## src/rtl/core/erm_pkg.sv

```systemverilog
// Shared types and constants for the event rate monitor.
`timescale 1ns / 1ps

package erm_pkg;

    localparam int MAX_SEQ   = 4;
    localparam int MAX_WATCH = 4;
    localparam int ID_W      = 9;
    localparam int LIMIT_W   = 16;
    localparam int POS_W     = 3;
    localparam int LEN_W     = 3;
    localparam int SEQ_IDS_W = MAX_SEQ * ID_W;
    localparam int WATCH_IDS_W = MAX_WATCH * ID_W;
    localparam int LIMITS_W  = MAX_WATCH * LIMIT_W;
    localparam int CFG_IDX_W = 3;
    localparam int CFG_DATA_W = 64;
    localparam int WARN_W    = 4;

    // register indexes on the configuration port
    localparam logic [CFG_IDX_W-1:0] REG_TRIG_SEQ_IDS = 3'd0;
    localparam logic [CFG_IDX_W-1:0] REG_TRIG_SEQ_LEN = 3'd1;
    localparam logic [CFG_IDX_W-1:0] REG_WATCH_IDS    = 3'd2;
    localparam logic [CFG_IDX_W-1:0] REG_WATCH_LIMITS = 3'd3;
    localparam logic [CFG_IDX_W-1:0] REG_WATCH_COUNT  = 3'd4;

    // request kinds
    localparam logic REQ_EVENT = 1'b0;
    localparam logic REQ_TICK  = 1'b1;

    typedef struct packed {
        logic armed_now;   // armed after this item
        logic fired;       // this item completed the trigger sequence
    } erm_trig_status_t;

endpackage

```

## src/rtl/core/erm_trig.sv

```systemverilog
// Trigger sequence matcher: match position and armed flag.
`timescale 1ns / 1ps

module erm_trig (
    input  logic                            aclk,
    input  logic                            aresetn,
    input  logic                            step_en,
    input  logic                            is_event,
    input  logic [erm_pkg::ID_W-1:0]        call_id,
    input  logic [erm_pkg::SEQ_IDS_W-1:0]   seq_ids,
    input  logic [erm_pkg::LEN_W-1:0]       seq_len,
    output erm_pkg::erm_trig_status_t       status
);
    import erm_pkg::*;

    logic [POS_W-1:0] match_pos_reg;
    logic [POS_W-1:0] match_pos_next;
    logic             armed_reg;
    logic             armed_next;
    logic [LEN_W-1:0] len_eff;
    logic [POS_W-1:0] pos_start;
    logic [POS_W-1:0] pos_adv;
    logic [ID_W-1:0]  seq_id_at_pos;
    logic             fire;

    always_comb begin
        if (seq_len == '0) begin
            len_eff = LEN_W'(1);
        end else if (seq_len > LEN_W'(MAX_SEQ)) begin
            len_eff = LEN_W'(MAX_SEQ);
        end else begin
            len_eff = seq_len;
        end

        // length may have shrunk mid-match
        pos_start = (match_pos_reg >= POS_W'(len_eff)) ? '0 : match_pos_reg;
        seq_id_at_pos = seq_ids[pos_start[1:0]*ID_W +: ID_W];

        if (seq_id_at_pos == call_id) begin
            pos_adv = pos_start + POS_W'(1);
        end else if (seq_ids[ID_W-1:0] == call_id) begin
            pos_adv = POS_W'(1);
        end else begin
            pos_adv = '0;
        end

        fire = is_event && !armed_reg && (pos_adv == POS_W'(len_eff));

        match_pos_next = match_pos_reg;
        armed_next     = armed_reg;
        if (is_event && !armed_reg) begin
            match_pos_next = fire ? '0 : pos_adv;
            armed_next     = fire;
        end
    end

    always_ff @(posedge aclk) begin
        if (!aresetn) begin
            match_pos_reg <= '0;
            armed_reg     <= 1'b0;
        end else if (step_en) begin
            match_pos_reg <= match_pos_next;
            armed_reg     <= armed_next;
        end
    end

    assign status.armed_now = armed_reg | fire;
    assign status.fired     = fire;

endmodule

```

## src/rtl/core/erm_watch.sv

```systemverilog
// Per-slot call counters with limit check and saturation.
`timescale 1ns / 1ps

module erm_watch (
    input  logic                             aclk,
    input  logic                             aresetn,
    input  logic                             step_en,
    input  logic                             is_tick,
    input  logic                             armed_now,
    input  logic [erm_pkg::ID_W-1:0]         call_id,
    input  logic [erm_pkg::WATCH_IDS_W-1:0]  watch_ids,
    input  logic [erm_pkg::LIMITS_W-1:0]     watch_limits,
    input  logic [erm_pkg::LEN_W-1:0]        watch_count,
    output logic [erm_pkg::WARN_W-1:0]       warn_mask
);
    import erm_pkg::*;

    logic [LIMIT_W-1:0] count_reg  [MAX_WATCH];
    logic [LIMIT_W-1:0] count_next [MAX_WATCH];
    logic [LIMIT_W-1:0] count_inc  [MAX_WATCH];
    logic [LEN_W-1:0]   n_eff;
    logic [MAX_WATCH-1:0] warn_all;

    always_comb begin
        n_eff = (watch_count > LEN_W'(MAX_WATCH)) ? LEN_W'(MAX_WATCH) : watch_count;
        for (int i = 0; i < MAX_WATCH; i++) begin
            count_inc[i] = count_reg[i];
            warn_all[i]  = 1'b0;
            if ((LEN_W'(i) < n_eff) && (watch_ids[i*ID_W +: ID_W] == call_id)
                    && (count_reg[i] != '1)) begin
                count_inc[i] = count_reg[i] + LIMIT_W'(1);
            end
            if ((LEN_W'(i) < n_eff)
                    && (count_inc[i] >= watch_limits[i*LIMIT_W +: LIMIT_W])) begin
                warn_all[i] = !is_tick && armed_now;
            end

            if (is_tick) begin
                count_next[i] = '0;
            end else if (armed_now) begin
                count_next[i] = warn_all[i] ? '0 : count_inc[i];
            end else begin
                count_next[i] = count_reg[i];
            end
        end
    end

    always_ff @(posedge aclk) begin
        if (!aresetn) begin
            for (int i = 0; i < MAX_WATCH; i++) begin
                count_reg[i] <= '0;
            end
        end else if (step_en) begin
            for (int i = 0; i < MAX_WATCH; i++) begin
                count_reg[i] <= count_next[i];
            end
        end
    end

    assign warn_mask = warn_all[WARN_W-1:0];

endmodule

```

## src/rtl/core/event_rate_monitor_with_trigger.sv

```systemverilog
// Top level of the event rate monitor with trigger sequence.
`timescale 1ns / 1ps

// Takes one item per clock while m_tready is high or the result register is empty:
// a call event (id in tdata) or a one-second tick (tuser set). Until the configured
// trigger sequence of ids has been seen the block only tracks the sequence; from
// the completing event on it counts calls per watch slot and flags slots reaching
// their limit. Each item gives one result. Sustained rate is one item per cycle
// while m_tready is high; an item passes the input register and then the result
// register, with all per-item work done in one combinational pass between them.
// Configuration writes belong to idle periods.
module event_rate_monitor_with_trigger (
    input  logic                               aclk,
    input  logic                               aresetn,
    // configuration
    input  logic                               cfg_wr_en,
    input  logic [erm_pkg::CFG_IDX_W-1:0]      cfg_index,
    input  logic [erm_pkg::CFG_DATA_W-1:0]     cfg_wdata,
    // input items
    input  logic                               s_tvalid,
    output logic                               s_tready,
    input  logic [15:0]                        s_tdata,   // [8:0] call_id
    input  logic                               s_tuser,   // [0] req_type
    // result items
    output logic                               m_tvalid,
    input  logic                               m_tready,
    output logic [7:0]                         m_tdata    // [0] armed, [1] trigger_fired,
                                                          // [5:2] warn_mask
);
    import erm_pkg::*;

    logic [SEQ_IDS_W-1:0]   trig_ids_reg;
    logic [LEN_W-1:0]       trig_len_reg;
    logic [WATCH_IDS_W-1:0] watch_ids_reg;
    logic [LIMITS_W-1:0]    watch_limits_reg;
    logic [LEN_W-1:0]       watch_count_reg;

    logic                   in_valid_reg;
    logic                   in_type_reg;
    logic [ID_W-1:0]        in_id_reg;
    logic                   out_valid_reg;
    logic [7:0]             out_data_reg;
    logic [7:0]             out_data_next;

    logic                   advance;
    logic                   is_event;
    erm_trig_status_t       trig_status;
    logic [WARN_W-1:0]      warn_mask;

    always_ff @(posedge aclk) begin
        if (!aresetn) begin
            trig_ids_reg     <= '0;
            trig_len_reg     <= LEN_W'(1);
            watch_ids_reg    <= '0;
            watch_limits_reg <= '0;
            watch_count_reg  <= '0;
        end else if (cfg_wr_en) begin
            unique case (cfg_index)
                REG_TRIG_SEQ_IDS: trig_ids_reg     <= cfg_wdata[SEQ_IDS_W-1:0];
                REG_TRIG_SEQ_LEN: trig_len_reg     <= cfg_wdata[LEN_W-1:0];
                REG_WATCH_IDS:    watch_ids_reg    <= cfg_wdata[WATCH_IDS_W-1:0];
                REG_WATCH_LIMITS: watch_limits_reg <= cfg_wdata[LIMITS_W-1:0];
                REG_WATCH_COUNT:  watch_count_reg  <= cfg_wdata[LEN_W-1:0];
                default: ;
            endcase
        end
    end

    assign advance  = in_valid_reg && (!out_valid_reg || m_tready);
    assign s_tready = !in_valid_reg || advance;
    assign is_event = (in_type_reg == REQ_EVENT);

    always_ff @(posedge aclk) begin
        if (!aresetn) begin
            in_valid_reg <= 1'b0;
        end else if (s_tready) begin
            in_valid_reg <= s_tvalid;
        end
    end

    always_ff @(posedge aclk) begin
        if (s_tready && s_tvalid) begin
            in_type_reg <= s_tuser;
            in_id_reg   <= s_tdata[ID_W-1:0];
        end
    end

    erm_trig u_trig (
        .aclk     (aclk),
        .aresetn  (aresetn),
        .step_en  (advance),
        .is_event (is_event),
        .call_id  (in_id_reg),
        .seq_ids  (trig_ids_reg),
        .seq_len  (trig_len_reg),
        .status   (trig_status)
    );

    erm_watch u_watch (
        .aclk         (aclk),
        .aresetn      (aresetn),
        .step_en      (advance),
        .is_tick      (!is_event),
        .armed_now    (trig_status.armed_now),
        .call_id      (in_id_reg),
        .watch_ids    (watch_ids_reg),
        .watch_limits (watch_limits_reg),
        .watch_count  (watch_count_reg),
        .warn_mask    (warn_mask)
    );

    assign out_data_next = {2'b00, warn_mask, trig_status.fired, trig_status.armed_now};

    always_ff @(posedge aclk) begin
        if (!aresetn) begin
            out_valid_reg <= 1'b0;
        end else if (advance) begin
            out_valid_reg <= 1'b1;
        end else if (m_tready) begin
            out_valid_reg <= 1'b0;
        end
    end

    always_ff @(posedge aclk) begin
        if (advance) begin
            out_data_reg <= out_data_next;
        end
    end

    assign m_tvalid = out_valid_reg;
    assign m_tdata  = out_data_reg;

endmodule
```

## config.mk

```make
export PLATFORM = sky130hd
export DESIGN_NAME = event_rate_monitor_with_trigger
export DESIGN_NICKNAME = d
export VERILOG_FILES = /design/src/rtl/core/erm_pkg.sv /design/src/rtl/core/erm_trig.sv /design/src/rtl/core/erm_watch.sv /design/src/rtl/core/event_rate_monitor_with_trigger.sv
export SDC_FILE = /design/constraint.sdc
export NUM_CORES = 1
export LEC_CHECK = 0
export BUFFER_PORTS_ARGS = -buffer_cell sky130_fd_sc_hd__buf_2
export CORE_MARGIN = 3
export CORE_UTILIZATION = 30
export CTS_CLUSTER_SIZE = 14
export DETAILED_ROUTE_END_ITERATION = 8
export PLACE_DENSITY = 0.42
export SYNTH_ARGS = -nofsm -noshare
export SYNTH_HDL_FRONTEND = slang
export SYNTH_SLANG_ARGS = --single-unit
```

## constraint.sdc

```tcl
create_clock -name aclk -period 9.1 [get_ports aclk]
set_clock_uncertainty 0.1 [all_clocks]
set_input_delay 1.82 -clock aclk [delete_from_list [all_inputs] [get_ports aclk]]
set_output_delay 1.82 -clock aclk [all_outputs]
set_load 0.005 [all_outputs]
```

==> Implementation_results.wiki, run 1 <==
{| class="wikitable"
! Metric !! Value
|-
| Clock Latency Late Sink || 580 ps
|-
| Unrepaired setup endpoints after global routing || no
|-
| Tmin final || 5700 ps
|-
| First-pass GRT wire length || 59400 um
|-
| Worst Reg-to-Reg Cells || 12
|-
| Net count reported at finish || 1679
|-
| Avg Inst Size Synth || 8.870 sq um
|-
| Main area contributors after synthesis || sky130_fd_sc_hd__dfxtp_1 (23%), sky130_fd_sc_hd__edfxtp_1 (18%), sky130_fd_sc_hd__nand2_1 (8.8%)
|-
| Final Wtd Congestion || 0.7744
|-
| Transition time at the pin with the least slew margin || 1195 ps
|-
| Xor/xnor share of the synthesized area || 0.07139
|-
| EDFF count, synth || 80
|-
| Initial antenna violation count || 0
|-
| Count of final hold-check violations || 0
|-
| Worst setup EP type || register
|-
| Power density of the placed cells || 177.7 nW/um^2
|-
| Most instantiated cells after synthesis || sky130_fd_sc_hd__nand2_1 (306), sky130_fd_sc_hd__dfxtp_1 (148), sky130_fd_sc_hd__inv_1 (144)
|-
| Fraction of synthesis flops using an asynchronous set or reset pin || 0
|-
| Final wirelength || 37430 um
|-
| Post-layout instance count excluding filler cells || 2119
|-
| Cell depth of the worst hold path || 2
|-
| Clock root buffer || sky130_fd_sc_hd__clkbuf_16
|-
| H-tree depth || 1
|-
| Max-cap violation count || 0
|-
| Top Ports || 99
|-
| Clock-pin transition on the worst setup and hold timing paths || 60 ps
|-
| Warnings from Yosys || 0
|-
| Data arrival time of the critical path || 5800 ps
|-
| Area share of the largest cell type after synthesis || 0.2278
|-
| Setup crit start kind || register
|-
| Std-Cell Core Area || 42420 sq um
|-
| Synth unique cells || 65
|-
| Hold WC Path Type || reg2reg
|-
| Total placed instance area || 13940 sq um
|-
| Die Footprint || 45880 sq um
|-
| Post-CTS repair timing setup buffer count || 0
|-
| Core utilization of the finished layout || 0.3547
|-
| Synthesized cell area || 13000 sq um
|-
| Period Utilization, post-route || 0.6263
|-
| Area growth syn-to-layout || 15.71%
|-
| Largest net degree at the start of global routing || 91
|-
| Clk pwr share || 0.491
|-
| CTS tree || built
|-
| DRC marker count from the first detailed-route iteration || 445
|-
| Clock sinks || 228
|-
| Total count of max-transition violations in the final report || 0
|-
| N_diodes || 0
|-
| Initial Utilization || 0.3066
|-
| Maximum clock insertion buffer count || 3
|-
| Gate Count Post-Synth || 1466
|-
| Ratio of routed vias to standard cells || 4.724
|-
| Hold buffer count at CTS || 0
|-
| Most numerous cell in the Yosys netlist || sky130_fd_sc_hd__nand2_1
|-
| Mux contribution to synthesized area || 0.01684
|-
| CTS buffer count || 30
|-
| Port Buf Inserts || 89
|-
| Via count of the first global-routing pass || 10011
|-
| Compound-Gate Fraction of Synth Area || 0.1869
|-
| Status || finished clean
|-
| Global route overflow || 0
|-
| Fraction of layout cells with a size suffix above 1 || 0.1213
|-
| Switching power || 655.2 uW
|-
| Part of the total power dissipated in combinational logic || 0.085
|-
| Via count || 10010
|-
| Reg-to-reg critical path endpoint || u_watch.count_reg[0][39]
|-
| Dominant register cell in the synthesized netlist || sky130_fd_sc_hd__dfxtp_1
|-
| Layout Cell Area excl Fill || 15050 sq um
|-
| Sequential share of the synthesized area || 0.4126
|-
| Final number of setup-violating endpoints || 0
|-
| FMAX || 175.4 MHz
|-
| Die height || 214.2 um
|-
| Startpoint-to-endpoint class of the critical path || reg2reg
|-
| Flops & latches, synth || 228
|-
| Fraction of power consumed by sequential logic || 0.424
|-
| Total power || 2.673 mW
|-
| Max transition margin || 0.2005
|-
| Internal power || 2.018 mW
|-
| Die width || 214.2 um
|-
| Global-route usage over all layers || 0.1616
|-
| Routed wire per std cell || 17.67 um
|-
| Synth Area in Adders || 0.06928
|-
| Worst ir drop on vdd || 0.0001503 V
|-
| Main combinational cell family by area after synthesis || compound AO/OA/AOI/OAI gates
|-
| Max FO, Critical Path || 33
|-
| Leak pwr || 5.486 nW
|-
| Number of antenna-violating nets in the routed design || 0
|-
| Basic-gate share of the synthesized area counting and, or, nand and nor cells || 0.1733
|-
| HP Start || watch_limits_reg[33]
|-
| Worst Path Required || 9200 ps
|-
| Synth area leader || sky130_fd_sc_hd__dfxtp_1
|-
| DR pass1 iterations || 4
|-
| Detailed-route DRC error count || 0
|-
| Switching fraction of total power || 0.2451
|-
| DP Wirelength || 25680 um
|-
| Terminating pin of the worst hold path || watch_limits_reg[33]
|-
| Post-CTS resize count || 0
|-
| R2R Setup Slk || 3400 ps
|-
| Number of placed instances, taps included || 2063
|-
| Number of standard-cell rows in the floorplan || 75
|-
| Accumulated negative setup slack || 0 ps
|-
| Critical R2R Launch || u_trig.match_pos_reg[0]
|}
==> cell usage in the layout, fill, tap and decap left out, types with 24 or more instances in the layout <==
master / Yosys / final
sky130_fd_sc_hd__edfxtp_1: 80 / 80
sky130_fd_sc_hd__nand4_1: 28 / 28
sky130_fd_sc_hd__a21boi_0: 137 / 137
sky130_fd_sc_hd__nand2_1: 306 / 305
sky130_fd_sc_hd__ha_1: 72 / 72
sky130_fd_sc_hd__a21o_1: 30 / 30
sky130_fd_sc_hd__buf_2: 11 / 88
sky130_fd_sc_hd__xnor2_1: 72 / 72
sky130_fd_sc_hd__inv_1: 144 / 144
sky130_fd_sc_hd__dfxtp_1: 148 / 148
sky130_fd_sc_hd__clkbuf_16: 0 / 33
sky130_fd_sc_hd__a211oi_1: 53 / 52
sky130_fd_sc_hd__nand3_1: 26 / 25
sky130_fd_sc_hd__a21oi_1: 24 / 24
sky130_fd_sc_hd__xor2_1: 34 / 34
sky130_fd_sc_hd__nor2_1: 41 / 40
==> critical path, cell delays in order (launching register included) <==
cell and delay, ps:
sky130_fd_sc_hd__dfxtp_1 710, sky130_fd_sc_hd__inv_1 220, sky130_fd_sc_hd__ha_1 260, sky130_fd_sc_hd__nor2b_1 150
sky130_fd_sc_hd__o21ai_2 480, sky130_fd_sc_hd__nor2_1 100, sky130_fd_sc_hd__a221o_1 340, sky130_fd_sc_hd__nor4_4 270
sky130_fd_sc_hd__nand2_1 180, sky130_fd_sc_hd__a2bb2oi_1 220, sky130_fd_sc_hd__nor3_1 830, sky130_fd_sc_hd__a2bb2oi_4 890
sky130_fd_sc_hd__buf_4 560
==> worst max path at each step <==
stage / cells past startpoint / startpoint / to / slack, ps
floorplan: 11 / trig_len_reg[1] / u_watch.count_reg[0][0] / 2470
global placement: 12 / u_trig.match_pos_reg[0] / u_watch.count_reg[0][20] / 3480
detailed placement: 12 / u_trig.match_pos_reg[0] / u_watch.count_reg[0][22] / 3430
CTS: 12 / u_trig.match_pos_reg[0] / u_watch.count_reg[0][44] / 3420
global route: 12 / u_trig.match_pos_reg[0] / u_watch.count_reg[0][26] / 2940
finish: 12 / u_trig.match_pos_reg[0] / u_watch.count_reg[0][39] / 3400
==> logic make-up (layout without fill, tap and decap cells) <==
group / after synthesis / count (layout)
XOR/XNOR: 106 / 106
AND/OR/NAND/NOR: 494 / 494
other: 1 / 2
buffers and inverters: 225 / 300
flip-flops: 228 / 228
AO/OA/AOI/OAI: 319 / 319
adder cells (fa/ha/maj): 72 / 72
multiplexers: 21 / 21
==> layer usage <==
metal  vias up  wire, um  track usage
met5         -         0            0
met4         0       983      0.03948
met3        46      1244      0.02409
met2       119     16980       0.2645
met1      4723     18220       0.2249
li1       5122         -            -
==> power groups by stage <==
stage                     Sequential, mW  Combinational (mW)  Clock, mW
after floorplan                     1.14               0.157          0
after global placement              1.15               0.231          0
after detailed placement            1.15               0.233          0
after CTS                           1.13               0.234       1.35
after global routing                1.14               0.262       1.39
final                               1.13               0.228       1.31
==> through the flow <==
| step | hold WS, ps | setup WS (ps) |
|---|---|---|
| finish | 363.1 | 3400 |
| floorplan | 339.3 | 2475 |
| global placement | 352.9 | 3482 |
| global route | 388.0 | 2944 |
| detailed placement | 359.4 | 3433 |
| CTS | 367.6 | 3416 |
==> final cells by class <==
class | instances | area (sq um)
fillers | 4482 | 27370
multi-input cells | 1014 | 6780
flip-flops and latches | 228 | 5365
clock buffers | 43 | 903.4
well taps | 577 | 721.9
inverters | 144 | 540.5
repair buffers | 100 | 530.5
clock inverters | 13 | 205.2
Note: power is estimated with default switching activity, not from simulation.
==> run 2, diff against run 1 <==
==> constraint.sdc (replaced) <==
create_clock -name aclk -period 5.3 [get_ports aclk]
set_clock_uncertainty 0.1 [all_clocks]
set_input_delay 1.06 -clock aclk [delete_from_list [all_inputs] [get_ports aclk]]
set_output_delay 1.06 -clock aclk [all_outputs]
set_load 0.005 [all_outputs]
==> run 2 against run 1 <==
Net effect:
- core utilization is 0.050 points higher
- register-to-register slack worse by 3000 ps
- maximum frequency is 15% higher
- routed wire length is 1.2% lower
- clock-buffer cell count is 5 higher
- global-route usage is 0.31 points lower
- sequential share of layout area is 0.050 points lower
- worst hold slack better by 1.2 ps
- non-clock buffer count is 20 higher
- worst setup slack worse by 3000 ps
- final cell count is 0.90% higher
- critical endpoint is now m_tdata[5]
- largest power group unchanged
==> Implementation_results.wiki, run 2 (synthesis gave the netlist of run 1 again) <==
{| class="wikitable"
! Metric !! Value
|-
| FMAX || 202.6 MHz
|-
| Post-CTS resize count || 0
|-
| Final number of setup-violating endpoints || 0
|-
| Cell depth of the worst hold path || 2
|-
| Maximum clock insertion buffer count || 3
|-
| Internal power || 3.262 mW
|-
| Area growth syn-to-layout || 15.88%
|-
| Post-CTS repair timing setup buffer count || 0
|-
| Part of the total power dissipated in combinational logic || 0.093
|-
| Clock-pin transition on the worst setup and hold timing paths || 60 ps
|-
| Std-Cell Core Area || 42420 sq um
|-
| Initial Utilization || 0.3066
|-
| Tmin final || 4935 ps
|-
| HP Start || watch_limits_reg[23]
|-
| Total count of max-transition violations in the final report || 0
|-
| Accumulated negative setup slack || 0 ps
|-
| Transition time at the pin with the least slew margin || 1174 ps
|-
| Routed wire per std cell || 17.30 um
|-
| Via count || 10104
|-
| Total of fill cells in the finished design || 4479
|-
| Hold WC Path Type || reg2reg
|-
| Unrepaired setup endpoints after global routing || no
|-
| Startpoint-to-endpoint class of the critical path || reg2reg
|-
| Final wirelength || 36980 um
|-
| Data arrival time of the critical path || 5140 ps
|-
| Ratio of routed vias to standard cells || 4.726
|-
| Period Utilization, post-route || 0.9311
|-
| Clk pwr share || 0.460
|-
| Startpoint of the worst setup timing path || u_watch.count_reg[0][52]
|-
| Net count reported at finish || 1698
|-
| Number of antenna-violating nets in the routed design || 0
|-
| Largest net degree at the start of global routing || 83
|-
| Detailed-route DRC error count || 0
|-
| Clock sinks || 228
|-
| Commonest cells after routing, fill and taps aside || sky130_fd_sc_hd__nand2_1 (306), sky130_fd_sc_hd__dfxtp_1 (148), sky130_fd_sc_hd__inv_1 (144), sky130_fd_sc_hd__a21boi_0 (137), sky130_fd_sc_hd__buf_2 (88)
|-
| Global route overflow || 0
|-
| Worst Path Required || 5510 ps
|-
| Fraction of power consumed by sequential logic || 0.447
|-
| CTS buffer count || 29
|-
| Worst setup EP type || register
|-
| Fraction of layout cells with a size suffix above 1 || 0.1321
|-
| Via count of the first global-routing pass || 9945
|-
| Top Ports || 99
|-
| Port Buf Inserts || 89
|-
| Core utilization of the finished layout || 0.3553
|-
| Status || finished clean
|-
| Layout Cell Area excl Fill || 15070 sq um
|-
| Final Wtd Congestion || 0.7834
|-
| Clock Latency Late Sink || 570 ps
|-
| Power density of the placed cells || 287.9 nW/um^2
|-
| Setup crit start kind || register
|-
| Switching power || 1.077 mW
|-
| Count of final hold-check violations || 0
|-
| First-pass GRT wire length || 58100 um
|-
| Max FO, Critical Path || 17
|-
| Clock root buffer || sky130_fd_sc_hd__clkbuf_16
|-
| Global-route usage over all layers || 0.1584
|-
| Die Footprint || 45880 sq um
|-
| Die width || 214.2 um
|-
| H-tree depth || 1
|-
| Max-cap violation count || 0
|-
| DRC marker count from the first detailed-route iteration || 500
|-
| CTS tree || built
|-
| Max transition margin || 0.2174
|-
| Leak pwr || 5.531 nW
|-
| Initial antenna violation count || 0
|-
| Die height || 214.2 um
|-
| Worst ir drop on vdd || 0.0001648 V
|-
| Hold slack || 364.3 ps
|-
| Worst Reg-to-Reg Cells || 17
|-
| Critical R2R Launch || u_watch.count_reg[0][52]
|-
| Total placed instance area || 14090 sq um
|-
| Leading cell type in the layout, fill and taps excluded || sky130_fd_sc_hd__nand2_1
|-
| DP Wirelength || 26090 um
|-
| Hold buffer count at CTS || 0
|-
| DR pass1 iterations || 5
|-
| Number of standard-cell rows in the floorplan || 75
|-
| Switching fraction of total power || 0.2482
|}
run 2: area by class of cell:
type	count	area, sq um	share of cell area
Timing Repair Buffer	120	680.7	0.04517
Tap cell	577	721.9	0.04791
Sequential cell	228	5365	0.3561
Multi-Input combinational cell	1014	6782	0.4501
Antenna cell	1	2.502	0.0001661
Clock inverter	6	58.81	0.003903
Clock buffer	48	917.1	0.06087
Inverter	144	540.5	0.03587
run 2: power by group through the flow:
stage / Combinational (mW) / Clock, mW / Sequential [mW]
after floorplan: 0.270 / 0 / 1.95
after global placement: 0.408 / 0 / 1.98
after detailed placement: 0.412 / 0 / 1.98
after CTS: 0.415 / 2.06 / 1.94
after global routing: 0.458 / 2.13 / 1.95
final: 0.405 / 1.99 / 1.94
run 2: final timing paths:
path                                        endpoint  slack (ps)
worst max-delay path                      m_tdata[5]         360
worst min-delay path            watch_limits_reg[23]         360
worst max register to register            m_tdata[5]         360
worst min register to register  watch_limits_reg[23]         360
run 2: worst max-delay path, cell delays in order, from the launching register on:
cell and delay, ps:
sky130_fd_sc_hd__edfxtp_1 430, sky130_fd_sc_hd__and4_1 250, sky130_fd_sc_hd__and4_1 260, sky130_fd_sc_hd__and3_1 210, sky130_fd_sc_hd__nand3_1 130, sky130_fd_sc_hd__o21ai_2 300, sky130_fd_sc_hd__mux2i_1 340, sky130_fd_sc_hd__inv_1 90
sky130_fd_sc_hd__ha_1 270, sky130_fd_sc_hd__a21o_1 160, sky130_fd_sc_hd__a21o_1 170, sky130_fd_sc_hd__a21o_1 170, sky130_fd_sc_hd__a21o_1 180, sky130_fd_sc_hd__a2111oi_0 590, sky130_fd_sc_hd__buf_4 210, sky130_fd_sc_hd__o311ai_1 120
sky130_fd_sc_hd__and3_1 430, sky130_fd_sc_hd__and3b_1 280
run 2: stage by stage:
stage          setup slack [ps]  cells  power, mW
2_1_floorplan             317.2   1467      2.222
3_3_place_gp              228.9   2083      2.384
3_5_place_dp              198.1   2083      2.389
4_1_cts                   168.1   2137      4.418
5_1_grt                   51.57   2137      4.534
6_report                  365.0   2138      4.339
run 2: per-layer routing:
layer	wire length, um	track usage	vias to the layer above
met5	0	0	-
met4	570	0.02905	0
met3	1217	0.02310	41
met2	17020	0.2637	128
met1	18170	0.2212	4779
li1	-	-	5156
